`src/design/mcpwm_pkg.sv`:
```
`timescale 1ns / 1ps
// ----------------------------------------------------------------------------
// mcpwm_pkg
// Shared constants for the multichannel PWM generator with master dimming.
// ----------------------------------------------------------------------------
package mcpwm_pkg;

    localparam int CHANNELS_PER_DEVICE = 32;
    localparam int DEF_DEVICE_COUNT    = 3;
    localparam int DEF_GLYPH_COUNT     = 96;

    localparam int CHAN_W       = 5;
    localparam int DEV_W        = 2;
    localparam int GLYPH_W      = 7;
    localparam int DUTY_W       = 8;
    localparam int PROD_W       = 2 * DUTY_W;
    localparam int DATA_IN_W    = 16;
    localparam int DATA_OUT_W   = 40;

    localparam logic [CHAN_W-1:0] CHAN_LAST    = 5'h1F;
    localparam logic [DUTY_W-1:0] DUTY_CLAMP   = 8'd254;
    localparam logic [DUTY_W-1:0] MASTER_RESET = 8'd255;
    localparam logic [PROD_W-1:0] ROUND_BIAS   = 16'd127;

    localparam logic CMD_SET  = 1'b0;
    localparam logic CMD_TICK = 1'b1;

endpackage

```
`src/design/mcpwm_scale.sv`:
```
`timescale 1ns / 1ps
// ----------------------------------------------------------------------------
// mcpwm_scale
// Level times master intensity, rounded divide by 255, clamp to 254.
// ----------------------------------------------------------------------------
module mcpwm_scale (
    input  logic                          i_clk,
    input  logic [mcpwm_pkg::DUTY_W-1:0]  i_level,
    input  logic [mcpwm_pkg::DUTY_W-1:0]  i_master,
    output logic [mcpwm_pkg::DUTY_W-1:0]  o_duty
);
    import mcpwm_pkg::*;

    logic [PROD_W-1:0] r_prod;
    logic [PROD_W-1:0] w_biased;
    logic [PROD_W-1:0] w_sum;
    logic [DUTY_W-1:0] w_quot;

    // register the product before the reduction
    always_ff @(posedge i_clk) begin
        r_prod <= PROD_W'(i_level) * PROD_W'(i_master);
    end

    // x / 255 for x below 65535 is (x + 1 + (x >> 8)) >> 8
    always_comb begin
        w_biased = r_prod + ROUND_BIAS;
        w_sum    = w_biased + PROD_W'(1) + (w_biased >> DUTY_W);
        w_quot   = w_sum[PROD_W-1:DUTY_W];
        o_duty   = (w_quot >= DUTY_CLAMP) ? DUTY_CLAMP : w_quot;
    end

endmodule

```
`src/design/mcpwm_store.sv`:
```
`timescale 1ns / 1ps
// ----------------------------------------------------------------------------
// mcpwm_store
// Duty memory: one write and one registered read port, per-entry valid bits.
// ----------------------------------------------------------------------------
module mcpwm_store #(
    parameter int DEPTH = mcpwm_pkg::DEF_DEVICE_COUNT * mcpwm_pkg::CHANNELS_PER_DEVICE,
    parameter int AW    = $clog2(DEPTH)
) (
    input  logic                          i_clk,
    input  logic                          i_rst_n,
    input  logic                          i_wr_en,
    input  logic [AW-1:0]                 i_wr_addr,
    input  logic [mcpwm_pkg::DUTY_W-1:0]  i_wr_data,
    input  logic [AW-1:0]                 i_rd_addr,
    output logic [mcpwm_pkg::DUTY_W-1:0]  o_rd_data
);
    import mcpwm_pkg::*;

    logic [DUTY_W-1:0] r_mem [DEPTH];
    logic [DEPTH-1:0]  r_vld;
    logic [DUTY_W-1:0] r_rd_data;
    logic              r_rd_vld;

    always_ff @(posedge i_clk) begin
        if (i_wr_en) begin
            r_mem[i_wr_addr] <= i_wr_data;
        end
        r_rd_data <= r_mem[i_rd_addr];
    end

    // an entry never written reads as zero
    always_ff @(posedge i_clk) begin
        if (!i_rst_n) begin
            r_vld    <= '0;
            r_rd_vld <= 1'b0;
        end else begin
            if (i_wr_en) begin
                r_vld[i_wr_addr] <= 1'b1;
            end
            r_rd_vld <= r_vld[i_rd_addr];
        end
    end

    assign o_rd_data = r_rd_vld ? r_rd_data : '0;

endmodule

```
`src/design/multichannel_pwm_with_master_dimming_top.sv`:
```
`timescale 1ns / 1ps
// ----------------------------------------------------------------------------
// multichannel_pwm_with_master_dimming_top
// PWM generator for DEVICE_COUNT x 32 channels with master dimming.
// ----------------------------------------------------------------------------
// Usage:
//   Requests arrive on the s_axis channel. tuser carries the command: set
//   stores a scaled level for a glyph, tick produces one 32-bit word per
//   device on m_axis, device 0 first, tlast on the final word.
//   The cfg channel writes the master intensity; it is always ready and
//   should only be written while the block is idle.
// Timing:
//   A set runs through accept, multiply and memory write; a glyph at or
//   above GLYPH_COUNT finishes in the accept cycle. In a tick one shared
//   8-bit comparator walks the duty memory one entry per cycle through the
//   single memory read port.
//   s_axis_tready is high only when the sequencer is idle.
// Reset:
//   Synchronous, active low. All duties read as zero, the PWM count is zero
//   and the master intensity is 255.
// Stalls:
//   A finished word sits in the output register; the next word waits until
//   it is taken. After the last word the block is free for a new request.
// ----------------------------------------------------------------------------
module multichannel_pwm_with_master_dimming_top #(
    parameter int DEVICE_COUNT = mcpwm_pkg::DEF_DEVICE_COUNT,
    parameter int GLYPH_COUNT  = mcpwm_pkg::DEF_GLYPH_COUNT
) (
    input  logic                              i_clk,
    input  logic                              i_rst_n,
    // request channel
    input  logic                              s_axis_tvalid,
    output logic                              s_axis_tready,
    input  logic [mcpwm_pkg::DATA_IN_W-1:0]   s_axis_tdata,   // [6:0] glyph_index, [14:7] level
    input  logic                              s_axis_tuser,   // [0] command
    // result channel
    output logic                              m_axis_tvalid,
    input  logic                              m_axis_tready,
    output logic [mcpwm_pkg::DATA_OUT_W-1:0]  m_axis_tdata,   // [1:0] device_index, [33:2] output_bits
    output logic                              m_axis_tlast,   // last_word
    // master intensity write
    input  logic                              i_cfg_valid,
    output logic                              o_cfg_ready,
    input  logic [mcpwm_pkg::DUTY_W-1:0]      i_cfg_data
);
    import mcpwm_pkg::*;

    localparam int TOTAL = DEVICE_COUNT * CHANNELS_PER_DEVICE;
    localparam int AW    = $clog2(TOTAL);
    localparam logic [GLYPH_W:0] TOTAL_M1 = (GLYPH_W+1)'(TOTAL - 1);
    localparam logic [DEV_W-1:0] DEV_LAST = DEV_W'(DEVICE_COUNT - 1);

    typedef enum logic [2:0] {
        ST_IDLE,
        ST_SET_MUL,
        ST_SET_WR,
        ST_TICK_RD,
        ST_TICK_DRAIN,
        ST_TICK_PUSH
    } t_state;

    t_state                   r_state;
    logic [DUTY_W-1:0]        r_master;
    logic [DUTY_W-1:0]        r_count;
    logic [DUTY_W-1:0]        r_level;
    logic [AW-1:0]            r_wr_addr;
    logic [DEV_W-1:0]         r_dev;
    logic [CHAN_W-1:0]        r_chan;
    logic                     r_pipe_vld;
    logic [CHAN_W-1:0]        r_pipe_chan;
    logic [CHANNELS_PER_DEVICE-1:0] r_acc;
    logic                     r_out_vld;
    logic [DEV_W-1:0]         r_out_dev;
    logic [CHANNELS_PER_DEVICE-1:0] r_out_bits;
    logic                     r_out_last;

    logic [GLYPH_W-1:0]       w_glyph;
    logic [DUTY_W-1:0]        w_level;
    logic                     w_glyph_ok;
    logic [DUTY_W-1:0]        w_duty;
    logic [DUTY_W-1:0]        w_rd_duty;
    logic [AW-1:0]            w_rd_addr;
    logic                     w_wr_en;
    logic                     w_push;

    assign w_glyph    = s_axis_tdata[GLYPH_W-1:0];
    assign w_level    = s_axis_tdata[GLYPH_W +: DUTY_W];
    assign w_glyph_ok = (32'(w_glyph) < GLYPH_COUNT) && (32'(w_glyph) < TOTAL);
    assign w_wr_en    = (r_state == ST_SET_WR);
    // channel c of device d sits at d*32 + c
    assign w_rd_addr  = AW'({r_dev, r_chan});
    // load a finished word once the output register is free
    assign w_push     = (r_state == ST_TICK_PUSH) && (!r_out_vld || m_axis_tready);

    mcpwm_scale u_scale (
        .i_clk    (i_clk),
        .i_level  (r_level),
        .i_master (r_master),
        .o_duty   (w_duty)
    );

    mcpwm_store #(
        .DEPTH (TOTAL),
        .AW    (AW)
    ) u_store (
        .i_clk     (i_clk),
        .i_rst_n   (i_rst_n),
        .i_wr_en   (w_wr_en),
        .i_wr_addr (r_wr_addr),
        .i_wr_data (w_duty),
        .i_rd_addr (w_rd_addr),
        .o_rd_data (w_rd_duty)
    );

    always_ff @(posedge i_clk) begin
        if (!i_rst_n) begin
            r_state    <= ST_IDLE;
            r_master   <= MASTER_RESET;
            r_count    <= '0;
            r_pipe_vld <= 1'b0;
            r_out_vld  <= 1'b0;
        end else begin
            if (i_cfg_valid) begin
                r_master <= i_cfg_data;
            end
            // refill the output register on a push, else drop the word once taken
            if (w_push) begin
                r_out_vld <= 1'b1;
            end else if (m_axis_tready) begin
                r_out_vld <= 1'b0;
            end
            // a read issued this cycle returns its duty next cycle
            r_pipe_vld <= (r_state == ST_TICK_RD);
            // shared comparator: duty read last cycle against the current count
            if (r_pipe_vld && (w_rd_duty > r_count)) begin
                r_acc[r_pipe_chan] <= 1'b1;
            end

            unique case (r_state)
                ST_IDLE: begin
                    if (s_axis_tvalid) begin
                        if (s_axis_tuser == CMD_TICK) begin
                            r_dev   <= '0;
                            r_chan  <= '0;
                            r_acc   <= '0;
                            r_state <= ST_TICK_RD;
                        end else if (w_glyph_ok) begin
                            r_level   <= w_level;
                            // mirror the glyph from the top of the store
                            r_wr_addr <= AW'(TOTAL_M1 - {1'b0, w_glyph});
                            r_state   <= ST_SET_MUL;
                        end
                    end
                end
                ST_SET_MUL: begin
                    r_state <= ST_SET_WR;
                end
                ST_SET_WR: begin
                    r_state <= ST_IDLE;
                end
                ST_TICK_RD: begin
                    r_pipe_chan <= r_chan;
                    r_chan      <= r_chan + CHAN_W'(1);
                    if (r_chan == CHAN_LAST) begin
                        r_state <= ST_TICK_DRAIN;
                    end
                end
                ST_TICK_DRAIN: begin
                    r_state <= ST_TICK_PUSH;
                end
                ST_TICK_PUSH: begin
                    // hold the word until the output register is free
                    if (w_push) begin
                        r_out_dev  <= r_dev;
                        r_out_bits <= r_acc;
                        r_out_last <= (r_dev == DEV_LAST);
                        if (r_dev == DEV_LAST) begin
                            r_count <= r_count + DUTY_W'(1);
                            r_state <= ST_IDLE;
                        end else begin
                            r_dev   <= r_dev + DEV_W'(1);
                            r_chan  <= '0;
                            r_acc   <= '0;
                            r_state <= ST_TICK_RD;
                        end
                    end
                end
                default: begin
                    r_state <= ST_IDLE;
                end
            endcase
        end
    end

    assign s_axis_tready = (r_state == ST_IDLE);
    assign o_cfg_ready   = 1'b1;
    assign m_axis_tvalid = r_out_vld;
    assign m_axis_tdata  = {(DATA_OUT_W - DEV_W - CHANNELS_PER_DEVICE)'(0), r_out_bits,
                            r_out_dev};
    assign m_axis_tlast  = r_out_last;

endmodule

```
`config.mk`:
```
export PLATFORM = sky130hd
export DESIGN_NAME = multichannel_pwm_with_master_dimming_top
export DESIGN_NICKNAME = d
export VERILOG_FILES = /design/src/design/mcpwm_pkg.sv /design/src/design/mcpwm_scale.sv /design/src/design/mcpwm_store.sv /design/src/design/multichannel_pwm_with_master_dimming_top.sv
export SDC_FILE = /design/constraint.sdc
export NUM_CORES = 1
export LEC_CHECK = 0
export ABC_AREA = 1
export BUFFER_PORTS_ARGS = -buffer_cell sky130_fd_sc_hd__buf_2
export CAP_MARGIN = 20
export CORE_UTILIZATION = 46
export DETAILED_ROUTE_END_ITERATION = 10
export MAX_ROUTING_LAYER = met4
export PLACE_DENSITY = 0.61
export SETUP_SLACK_MARGIN = 0.3
export SYNTH_ARGS = -nofsm -noshare
export SYNTH_HDL_FRONTEND = slang
export SYNTH_SLANG_ARGS = --single-unit
```
`constraint.sdc`:
```
create_clock -name i_clk -period 11.4 [get_ports i_clk]
set_input_delay 2.28 -clock i_clk [delete_from_list [all_inputs] [get_ports i_clk]]
set_output_delay 2.28 -clock i_clk [all_outputs]
set_load 0.05 [all_outputs]
```
# Word-level counts from Yosys, hierarchy flattened
# Memory sizes are Yosys's and may differ from the RTL's. A register that Yosys moved wholly into a read port is not among the register bits.
# Cells that the tools add are included.
classes:
  div: 0
  eq_ne: 13
  bitwise_logic: 3
  addsub: 7
  shifts: 0
  reduce_logical: 17
  n_mul: 1
  magnitude_cmp: 8
  muxes: 35
ops:
  columns: ["operator", "n"]
  rows:
  - ["$mux W32", 5]
  - ["$or A96 B96 Y96", 1]
  - ["$pmux W32 S2", 1]
  - ["$or A32 B32 Y32", 1]
  - ["$mux W5", 4]
  - ["$add A16 B1 Y16 const B", 1]
  - ["$add A16 B7 Y16 const B", 1]
  - ["$add A16 B8 Y16", 1]
  - ["$lt A7 B8 Y1 const B", 2]
  - ["$mul A8 B8 Y16", 1]
  - ["$mux W8", 2]
  - ["$mux W3", 5]
  - ["$pmux W3 S5", 1]
  - ["$pmux W5 S3", 1]
  - ["$reduce_and A6 Y1", 2]
  - ["$mux W2", 5]
  - ["$add A8 B1 Y8 const B", 1]
  - ["$ge A8 B8 Y1 const B", 1]
  - ["$gt A8 B8 Y1", 1]
  - ["$bmux W1 S7", 1]
  - ["$demux W1 S7", 1]
  - ["$ge A7 B1 Y1 const B", 1]
  - ["$lt A7 B7 Y1 const B", 1]
  - ["$mux W1", 7]
  - ["other kinds (26)", 36]
word_totals:
  out_inout_bits: 44
  rom_bits: 0
  memories: 1
  ff_bits: 228
  latch_bits: 0
  mem_bits_rw: 768
  inputBits: 30
mem_list:
  columns: ["memory", "depth", "word_bits", "read_ports", "rd_clocked_by_memory_dff", "wr", "line", "text"]
  rows:
  - ["u_store.r_mem", 96, 8, 1, 1, 1, "mcpwm_store.sv:20", "logic [DUTY_W-1:0] r_mem [DEPTH];"]

# Depth between registers and ports, before layout
# Gate-level depths: netlist (run 1).
logic_depth:
  ltp_word: 9
  mapped_depth: 24
  depth_no_buf: 23

# Modules after synthesis
# Synthesis (run 1) repeated with hierarchy kept, for this count alone.
unflattened:
  cells_unflattened: 4137
  area_unflattened_um2: 43757.0
modules_own_cells:
  columns: ["module", "n_inst", "area_each_um2", "cells_per_inst", "seq_area_each_um2"]
  rows:
  - ["mcpwm_store", 1, 35213.8, 3130, 25164.1]
  - ["multichannel_pwm_with_master_dimming_top", 1, 4997.3, 463, 3243.1]
  - ["mcpwm_scale", 1, 3545.9, 544, 320.3]

# Worst setup path after synthesis (run 1)
# Ideal clock, no wire load.
synth_path:
  kind: "register -> register"
  start: "reg u_scale.r_prod[10]"
  end: "mem u_store.r_mem[0][0] (data pin)"
  t_arrival_ps: 5803
  path_buffers: 0
  setup_time_ps: 719
  slack_ps: 4877
  stages_incl_launch_ff: 18
  synth_period_minus_slack_ps: 6523
  path_cell_list: "dfxtp_1 nand2_1 nor2_4 nand4_1 xnor2_1 ha_1 inv_1 nor2_1 inv_2 nor2_2 inv_1 nor2_1 nand3_1 nand3_1 nand2_1 nand2_1 nor2_1 a21oi_1"
synth_via:
  elab_chain_len: 5
synth_lines:
  columns: ["element", "line", "text"]
  rows:
  - ["from (decl)", "mcpwm_scale.sv:14", "logic [PROD_W-1:0] r_prod;"]
  - ["from (signal assigned)", "mcpwm_scale.sv:21", "r_prod <= PROD_W'(i_level) * PROD_W'(i_master);"]
  - ["$add A16 B7 Y16 *", "mcpwm_scale.sv:26", "w_biased = r_prod + ROUND_BIAS;"]
  - ["$add A16 B1 Y16", "mcpwm_scale.sv:27", "w_sum = w_biased + PROD_W'(1) + (w_biased >> DUTY_W);"]
  - ["$add A16 B8 Y16 *", "mcpwm_scale.sv:27", null]
  - ["$ge A8 B8 Y1", "mcpwm_scale.sv:29", "o_duty = (w_quot >= DUTY_CLAMP) ? DUTY_CLAMP : w_quot;"]
  - ["$mux W8 *", "mcpwm_scale.sv:29", null]
  - ["named net u_scale.o_duty (one bit)", "mcpwm_scale.sv:10", "output logic [mcpwm_pkg::DUTY_W-1:0] o_duty"]
  - ["to (decl)", "mcpwm_store.sv:20", null]
# Mark *: on every way through the listed nets, which the timed path passes. The rest lies on a longest branch.

# Worst setup path after layout (run 1)
layout_path:
  start: "reg r_level[1]"
  end: "reg u_scale.r_prod[15]"
layout_via:
  elab_chain_len: 1
layout_lines:
  columns: ["element", "line", "text"]
  rows:
  - ["from (decl)", "multichannel_pwm_with_master_dimming_top.sv:65", "logic [DUTY_W-1:0] r_level;"]
  - ["from (signal assigned)", "multichannel_pwm_with_master_dimming_top.sv:148", "r_level <= w_level;"]
  - ["$mul A8 B8 Y16", "mcpwm_scale.sv:21", null]
# No other way between the ends.
# A chain may end at the register's enable or synchronous reset.

==> results of run 1 <==
==> layout make-up <==
class | instances | area share, %
Clock buffer | 150 | 6.29
Clock inverter | 47 | 1.24
Inverter | 237 | 1.93
Multi-Input combinational cell | 2227 | 24.7
Sequential cell | 1004 | 61.1
Tap cell | 1176 | 3.13
Timing Repair Buffer | 111 | 1.64
==> kinds of logic after synthesis <==
logic type               after synthesis
AO/OA/AOI/OAI                        834
XOR/XNOR                              21
adder cells (fa/ha/maj)               91
buffers and inverters                464
flip-flops                          1004
other                                  2
AND/OR/NAND/NOR                     1274
==> worst max-delay path, stage by stage, from the launching register on <==
cell      delay (ns)
edfxtp_1        0.56
nand2_1         0.13
inv_1           0.06
fa_1            0.46
fa_1            0.55
inv_1           0.05
fa_1            0.47
fa_1            0.54
inv_1           0.04
ha_1            0.34
nand2_1         0.06
o21ai_0         0.27
a21oi_1         0.16
o21ai_0         0.30
a21oi_1         0.11
o21bai_1        0.17
nand2_1         0.07
inv_1           0.07
nor2_1          0.04
nor2_1          0.09
nor2_1          0.06
xor2_1          0.15
==> cells in the mapped netlist (2+ instances only) <==
master    instances  area (um2)
nor2_4            2        22.5
a32o_1            8        80.1
a31oi_1          10        62.6
a211oi_1          2        15.0
o211ai_1         26         195
dfxtp_1         142        2840
inv_1           228         856
nand3_1         110         551
nor3_1           17        85.1
edfxtp_1        862       25900
nand2_1         285        1070
o21ai_0         461        2310
nor4_1            3        18.8
nor2_1          814        3060
conb_1            2        7.51
buf_1             7        26.3
clkinv_1          2        7.51
xor2_1           14         123
nor2_2            6        37.5
a21o_1            2        15.0
o21bai_1          2        15.0
inv_2             7        26.3
ha_1             55         688
xnor2_1           5        43.8
clkbuf_1        189         709
o21a_1            6        45.0
nand4_1          26         163
buf_2            24         120
nand2_2           5        31.3
o221ai_1         84         736
buf_4             7        52.6
fa_1             36         721
a21oi_1          93         465
o22ai_1         133         832
==> metal layers <==
metal  global-route usage [%]  vias up  part of all wire (%)
li1                         -    13065                     -
met1                     31.5    13733                    43
met2                     37.1      955                    48
met3                     3.06      161                   6.3
met4                     7.08        0                   2.7
met5                        -        -                     0
==> how the worst max path moves through the flow <==
stage                             from                   to  slack (ns)  depth (start not counted)
global route                r_level[1]   u_scale.r_prod[15]        6.15                         21
floorplan           u_scale.r_prod[10]  u_store.r_mem[0][0]        4.88                         17
detailed placement          r_level[1]   u_scale.r_prod[15]        6.51                         21
finish                      r_level[1]   u_scale.r_prod[15]        6.48                         21
CTS                         r_level[1]   u_scale.r_prod[15]        6.45                         21
global placement            r_level[1]   u_scale.r_prod[15]        6.52                         21
==> flip-flops by register name, summed over array words and instances, names as in the netlist, 7 cells and up <==
register           flops
r_acc                 32
u_store.r_mem        768
u_store.r_rd_data      8
r_out_bits            32
u_scale.r_prod        16
r_count                8
u_store.r_vld         96
r_wr_addr              7
r_level                8
r_master               8
==> power by group through the flow <==
stage | clock [uW] | combinational (uW) | sequential, uW
finish | 3480 | 2850 | 5130
global route | 3650 | 3150 | 5140
CTS | 3520 | 2790 | 5160
detailed placement | 0 | 2780 | 5240
global placement | 0 | 2740 | 5240
floorplan | 0 | 1680 | 5280
==> stage by stage <==
stage | hold slack, ns | instances
global placement | 0.433 | 4750
floorplan | 0.424 | 3695
CTS | 0.453 | 4948
finish | 0.453 | 4952
global route | 0.472 | 4952
detailed placement | 0.440 | 4751
==> metrics.md, run 1 <==
| Metric | Value |
|---|---|
| Clock Latency Late Sink | 0.70 ns |
| PwrDens | between 200 and 250 nW/um2 |
| Starting density of the core | 46.6% |
| R2r endpoint | u_scale.r_prod[15] |
| Leading cell types in the layout, fill and taps excluded | 862 x edfxtp_1, 813 x nor2_1, 461 x o21ai_0, 279 x nand2_1, 225 x inv_1 |
| DRC violations left | 0 |
| CTS root buffer | clkbuf_16 |
| Switching power | 3700 uW |
| Finished Cell Area | around 47000 um2 |
| Hold crit path type | reg2reg |
| Final Hold Vio Count | 0 |
| First-pass GRT wire length | around 160 mm |
| Tcrit/Tclk final | a little over two fifths |
| Slew HR | 23.6% |
| Unrepaired setup endpoints after global routing | false |
| Num CTS Buffers | ~110 |
| Largest net degree at the start of global routing | between 200 and 250 |
| 1st-pass router iterations | 5 |
| Post_cts resized | 0 |
| Pleak | 0.0166 uW |
| FMAX | 203 MHz |
| Nets | between 3k and 4k |
| DP HPWL | roughly 60 mm |
| Vias in the first global route | 26.1k |
| Top FF cell, synth | edfxtp_1 |
| Clk pwr share | between 30 and 40% |
| Worst setup path category | reg2reg |
| Fin Setup TNS | 0 ns |
| Outcome | complete, no violations |
| Die width | between 300 and 400 um |
| Area growth from synthesis to layout | 11.9% |
| Clk_skew | approximately 0.054 ns |
| Max capacitance violation total | 0 |
| Final RePlAce weighted congestion | about 0.85 |
| Post-CTS Setup Bufs | 0 |
| Post-CTS Hold Buffers | 0 |
| Finish-stage setup viols | 0 |
| Number of synthesized register bits | 1004 |
| Core box area | between 90000 and 100000 um2 |
| Fin crit period | between 4 and 5 ns |
| Comb pwr share | between 20% and 30% |
| Final worst slack | 6.48 ns |
| Adder-Cell Fraction of Synth Area | 3.35% |
| Post-synth EDFFs | about 860 |
| Most common cell after layout, fill and taps aside | edfxtp_1 |
| Worst reg2reg path depth | 21 |
| N_diodes | 0 |
| Total global-route track usage | about a quarter |
| Syn Area/Cell | around 11 um2 |
| Hold Crit Start | r_acc[28] |
| Post-synthesis sequential area ratio | about 70% |
| Drt wl/cell | about 21 um |
| Worst Tran Pin Value | 1.15 ns |
| Synth Area in XOR/XNOR | less than 1% |
| Cell count after synthesis | 3690 |
| CP max FO | 8 |
| Synth Area in Simple Gates | approximately an eighth |
| Drt initial violations | 2732 |
| Final core utilization | ~52% |
| YS warnings | 0 |
| Element type at the critical path end | flop |
| DIE HEIGHT | 304 um |
| Switching Share | roughly a third |
| Post-DR vias/cell | approximately 5.6 |
| Final WL | 106 mm |
| Port Buffers | 65 |
| CTS tree | done |
| R2R setup slack | between 6 and 7 ns |
| DR vias | roughly 28k |
| Storage cell area | between 20000 and 30000 um2 |
| Fraction of layout cells with a size suffix above 1 | approximately 8.1% |
| Mapped cell area | roughly 42000 um2 |
| Bufs on Longest Clock Path | 3 |
| Initial antenna violation count | 1 |
| Synth Area in Compound Gates | between 10% and 20% |
| Fin. max-slew vios | 0 |
| Multi-input gate area | 11600 um2 |
| WHS Path Cells | 0 |
| Netlist cell types | between 40 and 50 |
| FP Rows | 110 |
| I/O pin total | 74 |
| Clock slew at reported path FFs | 0.06 ns |
| Worst vdd ir | roughly 0.27 mV |
| Layout filler cell count | 7878 |
| GRT overflow | 0 |
| Worst path arrival time | 5.45 ns |
| DP Worst Slack | about 6.5 ns |
| R2r startpoint | r_level[1] |
| Part of the power in registers | 44.8% |
| CP required | approximately 12 ns |
| Fraction of synthesized area in multiplexers | 0% |
| Internal Pwr Total | between 7000 and 8000 uW |
| Largest family of logic cells by synthesized area | simple AND/OR/NAND/NOR gates |
| H-tree Lvls | 3 |
| Placed inst area | around 43000 um2 |
| Hold endpoint | r_out_bits[28] |
| Sink Count | 1004 |
| Async S/R FF share, synth | 0% |
| Type of origin of the critical path | flop |
| Die area | just over 90000 um2 |
| Tot Pwr | about 11000 uW |
| Final antenna-violating net count | 0 |
(Power assumes the default switching activity.)
==> inputs of run 2 (changes only) <==
Settings changed: PLACE_DENSITY 0.61 to 0.64.
Clock period 11.4 ns to 4.45 ns, I/O delays scaled along.
==> run 2 against run 1 <==
  * Core utilization grew 0.43 points
  * Largest cell class unchanged
  * Combinational power grew to 2.9 times the previous value
  * Sequential cell count is the same
  * Largest power group unchanged
  * Routed wire length grew 0.17%
  * Critical path depth grew 1
==> metrics.md, run 2 (synthesis gave the netlist of run 1 again) <==
| Metric | Value |
|---|---|
| Starting density of the core | around 47% |
| Unrepaired setup endpoints after global routing | true |
| CP max FO | 4 |
| Slowest stage cell, crit path | fa_1 |
| Max capacitance violation total | 0 |
| Final Hold Vio Count | 0 |
| Worst path arrival time | about 4.9 ns |
| DR vias | 28.2k |
| Area growth from synthesis to layout | 12.8% |
| Bufs on Longest Clock Path | 3 |
| Crit path largest cell delay | 0.56 ns |
| Fin Setup TNS | 0 ns |
| FP Rows | 110 |
| Placed inst area | between 40000 and 50000 um2 |
| DIE HEIGHT | around 300 um |
| Top Registers | u_store.r_mem (768), u_store.r_vld (96) |
| Final core utilization | a little over half |
| DP Worst Slack | about 0.019 ns |
| Vias in the first global route | 26.6k |
| Element type at the critical path end | flop |
| Post-DR vias/cell | ~5.7 |
| Clock slew at reported path FFs | approximately 0.060 ns |
| Fin. max-slew vios | 0 |
| Initial antenna violation count | 0 |
| Layout filler cell count | ~7.7k |
| Drt initial violations | roughly 2.9k |
| Final antenna-violating net count | 0 |
| Most common cell after layout, fill and taps aside | edfxtp_1 |
| First-pass GRT wire length | around 160 mm |
| DRC violations left | 0 |
| Final RePlAce weighted congestion | 0.846 |
| Outcome | complete, no violations |
| Number of buffers and inverters on the critical path | 6 |
| GRT overflow | 0 |
| Worst Tran Pin Value | 0.997 ns |
| H-tree Lvls | 3 |
| Slew HR | about a third |
| Crit path cell chain | nand2_1 -> inv_2 -> fa_1 -> inv_2 -> fa_1 -> inv_2 -> fa_1 -> inv_2 -> fa_1 -> inv_2 -> ha_4 -> buf_6 -> nand2_4 -> nor2_2 -> nand2_1 -> o211ai_1 -> nand2_1 -> nand2_2 -> a21oi_2 -> o21bai_1 -> a21oi_1 -> xor2_1 |
| CTS tree | done |
| Fin crit period | 4.32 ns |
| Port Buffers | between 60 and 70 |
| Sink Count | 1004 |
| Most flop-heavy register | u_store.r_mem |
| Leading cell types in the layout, fill and taps excluded | 862 x edfxtp_1, 812 x nor2_1, 459 x o21ai_0, 271 x nand2_1, 212 x inv_1 |
| CP required | 5.01 ns |
| Die width | between 300 and 400 um |
| Final worst slack | between 0.1 and 0.15 ns |
| CP most frequent cell | inv_2 |
| Drt wl/cell | between 20 and 25 um |
| Worst reg2reg path depth | 22 |
| DP HPWL | about 62 mm |
| Finished Cell Area | 47400 um2 |
| Worst setup path category | reg2reg |
| Largest net degree at the start of global routing | 185 |
| Num CTS Buffers | roughly 100 |
| WHS Path Cells | 1 |
| Pleak | about 0.017 uW |
| Max reg flops | approximately 770 |
| N_diodes | 0 |
| Die area | around 93000 um2 |
| Type of origin of the critical path | flop |
| PwrDens | 625 nW/um2 |
| Core box area | between 90000 and 100000 um2 |
| Final WL | between 100 and 150 mm |
| FMAX | 231 MHz |
| Fraction of layout cells with a size suffix above 1 | between 10 and 15% |
| Stages on the worst setup path | 22 |
| Total global-route track usage | 23.3% |
| Nets | between 3k and 4k |
| Clk_skew | about 0.024 ns |
| Post-CTS Hold Buffers | 0 |
| Worst hold slack | roughly 0.4 ns |
| Finish-stage setup viols | 0 |
| Worst vdd ir | about 1.2 mV |
| Tcrit/Tclk final | between 90% and 100% |
| 1st-pass router iterations | 6 |
| Hold crit path type | in2reg |
| Clock Latency Late Sink | between 0.6 and 0.7 ns |
| CTS root buffer | clkbuf_16 |
| I/O pin total | 74 |
| Top cell family by delay on the critical path | adder cells |
-- run 2: report_power, final --
group | switching (uW) | internal (uW)
logic | 6000 | 2160
registers | 181 | 12900
clock network | 3600 | 4780
-- run 2: worst register-to-register path, cell delays in order, from the launching register on --
cell and delay [ns]:
edfxtp_1 0.47, nand2_1 0.13, inv_2 0.04, fa_1 0.48
inv_2 0.04, fa_1 0.49, inv_2 0.04, fa_1 0.55
inv_2 0.04, fa_1 0.56, inv_2 0.05, ha_4 0.27
buf_6 0.10, nand2_4 0.04, nor2_2 0.11, nand2_1 0.06
o211ai_1 0.10, nand2_1 0.11, nand2_2 0.09, a21oi_2 0.07
o21bai_1 0.12, a21oi_1 0.09, xor2_1 0.16
-- run 2: path summary, 6_finish.rpt --
check	slack, ns	to	startpoint
setup / recovery	0.13	u_scale.r_prod[14]	r_level[4]
hold / removal	0.40	r_level[3]	s_axis_tdata[10]
setup reg to reg	0.13	u_scale.r_prod[14]	r_level[4]
hold reg to reg	0.45	r_out_bits[15]	r_acc[15]
-- run 2: area by class of cell --
class                           count  area (um2)  area share [%]
Clock buffer                      150        2900            6.12
Sequential cell                  1004       28700            60.6
Timing Repair Buffer              154        1250            2.64
Tap cell                         1176        1470            3.10
Clock inverter                     44         399           0.841
Multi-Input combinational cell   2227       11800            24.8
Inverter                          237         906            1.91
-- run 2: metal layers --
layer / GRT usage, % / wire length [um]
met5: - / 0
met4: 6.91 / 2830
met3: 3.15 / 7830
met2: 37.6 / 51800
met1: 31.0 / 44100
-- run 2: stage by stage --
stage / total power, uW / instances
3_3_place_gp: 20800 / 4780
2_1_floorplan: 17800 / 3695
5_1_grt: 30800 / 4992
4_1_cts: 29500 / 4991
3_5_place_dp: 20900 / 4780
6_report: 29700 / 4992
-- run 2: timing repair --
action | in CTS | in global routing
endpoints found under the setup margin | 4 | 5
pin swaps | 44 | 20
buffers inserted | 17 | 1
resized for setup | 29 | 16
==> inputs of run 3 (changes only) <==
Settings changed: ABC_CLOCK_PERIOD_IN_PS from default to 4450, CORE_UTILIZATION 46 to 57, PLACE_DENSITY 0.64 to 0.83.
==> run 3 against run 2 <==
  * Die area is 19% lower
  * Register-to-register slack lost 0.05 ns
  * Setup slack got worse by 0.050 ns
  * Clock skew up 0.012 ns
  * Non-clock buffer count increased by 64
  * Largest cell class unchanged
==> metrics.md, run 3 (synthesis gave the netlist of run 1 again) <==
| Metric | Value |
|---|---|
| Element type at the critical path end | flop |
| Crit path largest cell delay | approximately 0.53 ns |
| Finish-stage setup viols | 0 |
| First-pass GRT wire length | 167 mm |
| 1st-pass router iterations | 6 |
| Slew HR | a little under a quarter |
| Unrepaired setup endpoints after global routing | true |
| Die area | 74900 um2 |
| Final RePlAce weighted congestion | just under 0.9 |
| Most flop-heavy register | u_store.r_mem |
| DIE HEIGHT | roughly 270 um |
| FMAX | 229 MHz |
| Nets | just under 4k |
| Final WL | 109 mm |
| Die width | between 200 and 300 um |
| Fin. max-slew vios | 0 |
| Met2 WL post-DR | 52.7 mm |
| Drt wl/cell | 22.7 um |
| Type of origin of the critical path | flop |
| Num CTS Buffers | between 90 and 100 |
| Final Hold Vio Count | 0 |
| Core box area | 73000 um2 |
| Max reg flops | about 770 |
| Fin crit period | about 4.4 ns |
| Port Buffers | 65 |
| Fin Setup TNS | 0 ns |
| Clk_skew | roughly 0.036 ns |
| Largest net degree at the start of global routing | roughly 210 |
| Clock Latency Late Sink | between 0.6 and 0.7 ns |
| Worst path arrival time | slightly below 5 ns |
| Fraction of layout cells with a size suffix above 1 | ~12% |
| Max capacitance violation total | 0 |
| CTS root buffer | clkbuf_16 |
| Hold crit path type | in2reg |
| Post-CTS Hold Buffers | 0 |
| Number of buffers and inverters on the critical path | 8 |
| WL met3 | between 10 and 15 mm |
| Worst Tran Pin Value | 1.14 ns |
| DP HPWL | between 60 and 70 mm |
| Worst vdd ir | 1.17 mV |
| Bufs on Longest Clock Path | 3 |
| Post-DR vias/cell | just over 6 |
| Worst hold slack | 0.400 ns |
| Crit path cell chain | buf_6 -> nand2_1 -> inv_2 -> fa_2 -> fa_1 -> inv_1 -> fa_1 -> fa_1 -> inv_2 -> ha_4 -> a21oi_4 -> o21ai_4 -> a21oi_2 -> o21ai_2 -> a21oi_1 -> o21bai_1 -> buf_4 -> buf_6 -> buf_6 -> buf_6 -> nor2_4 -> nor2_1 |
| CTS tree | done |
| Top cell family by delay on the critical path | adder cells |
| Starting density of the core | roughly 58% |
| Tcrit/Tclk final | a little over nine tenths |
| FP Rows | 99 |
| GRT overflow | 0 |
| Initial antenna violation count | 1 |
| DR top layer | met4 |
| CP most frequent cell | buf_6 |
| Worst setup path category | reg2reg |
| Most common cell after layout, fill and taps aside | edfxtp_1 |
| CP required | around 5.0 ns |
| Pleak | between 0.015 and 0.02 uW |
| H-tree Lvls | 3 |
| DP Worst Slack | ~0.017 ns |
| DRC violations left | 0 |
| Slowest stage cell, crit path | fa_1 |
| CP max FO | 4 |
| Final antenna-violating net count | 0 |
| Met1 layer wirelength in the final routing | ~38 mm |
| Outcome | complete, no violations |
| Vias in the first global route | 29.6k |
| Clock slew at reported path FFs | 0.06 ns |
| Total global-route track usage | between 30% and 40% |
| Top Registers | u_store.r_mem (768), u_store.r_vld (96) |
| Final worst slack | 0.0771 ns |
| Leading cell types in the layout, fill and taps excluded | 862 x edfxtp_1, 810 x nor2_1, 459 x o21ai_0, 273 x nand2_1, 216 x inv_1 |
| Area growth from synthesis to layout | 13.2% |
| Sink Count | between 1k and 1.5k |
| I/O pin total | 74 |
| PwrDens | roughly 630 nW/um2 |
| DR vias | roughly 30k |
| Drt initial violations | 4520 |
-- run 3: cell count changes in the layout (fill, tap and decap cells not counted), sizes merged --
cell | previous run | this run
diode | 0 | 1
buf | 154 | 218
clkinvlp | 2 | 3
clkinv | 34 | 28
bufinv | 4 | 10
clkbuf | 150 | 141
inv | 241 | 243
-- run 3: per-layer routing --
layer,track usage (%),up-vias
met4,14.9,0
li1,-,13260
met2,47.9,2151
met3,6.16,406
met1,36.8,14340
met5,-,-
-- run 3: path summary, 6_finish.rpt --
| path | to | cells past startpoint | slack [ns] | startpoint |
|---|---|---|---|---|
| worst min register to register | r_out_bits[10] | 0 | 0.46 | r_acc[10] |
| worst min-delay path | r_level[2] | 1 | 0.40 | s_axis_tdata[9] |
| worst max register to register | u_scale.r_prod[13] | 22 | 0.08 | r_level[2] |
| worst max-delay path | u_scale.r_prod[13] | 22 | 0.08 | r_level[2] |
-- run 3: repair_timing --
item,in CTS,in global routing
pin swaps,40,34
gates resized for setup,23,19
buffers inserted,18,4
setup endpoints to repair,4,5
-- run 3: final cells by class --
cell class              instances  area, um2
well taps                     959       1200
clock inverters                47        581
repair buffers                218       1650
flip-flops and latches       1004      28700
diodes                          1       2.50
fillers                      4889      25300
multi-input cells            2227      11800
clock buffers                 141       2780
inverters                     237        905
-- run 3: stage by stage --
stage	util [%]	instance area, um2	instances	total power (uW)
6_report	65.3	47600	4834	29800
3_3_place_gp	60.3	44000	4623	20400
3_5_place_dp	60.3	44000	4623	20600
4_1_cts	65.1	47500	4829	29400
2_1_floorplan	-	42200	3695	17800
5_1_grt	65.3	47600	4834	30800
-- run 3: where the power goes --
group          total, uW  switching, uW  leakage (uW)  internal (uW)
logic               8120           6050       0.00649           2080
registers          13100            189       0.00896          13000
clock network       8570           3600       0.00165           4970
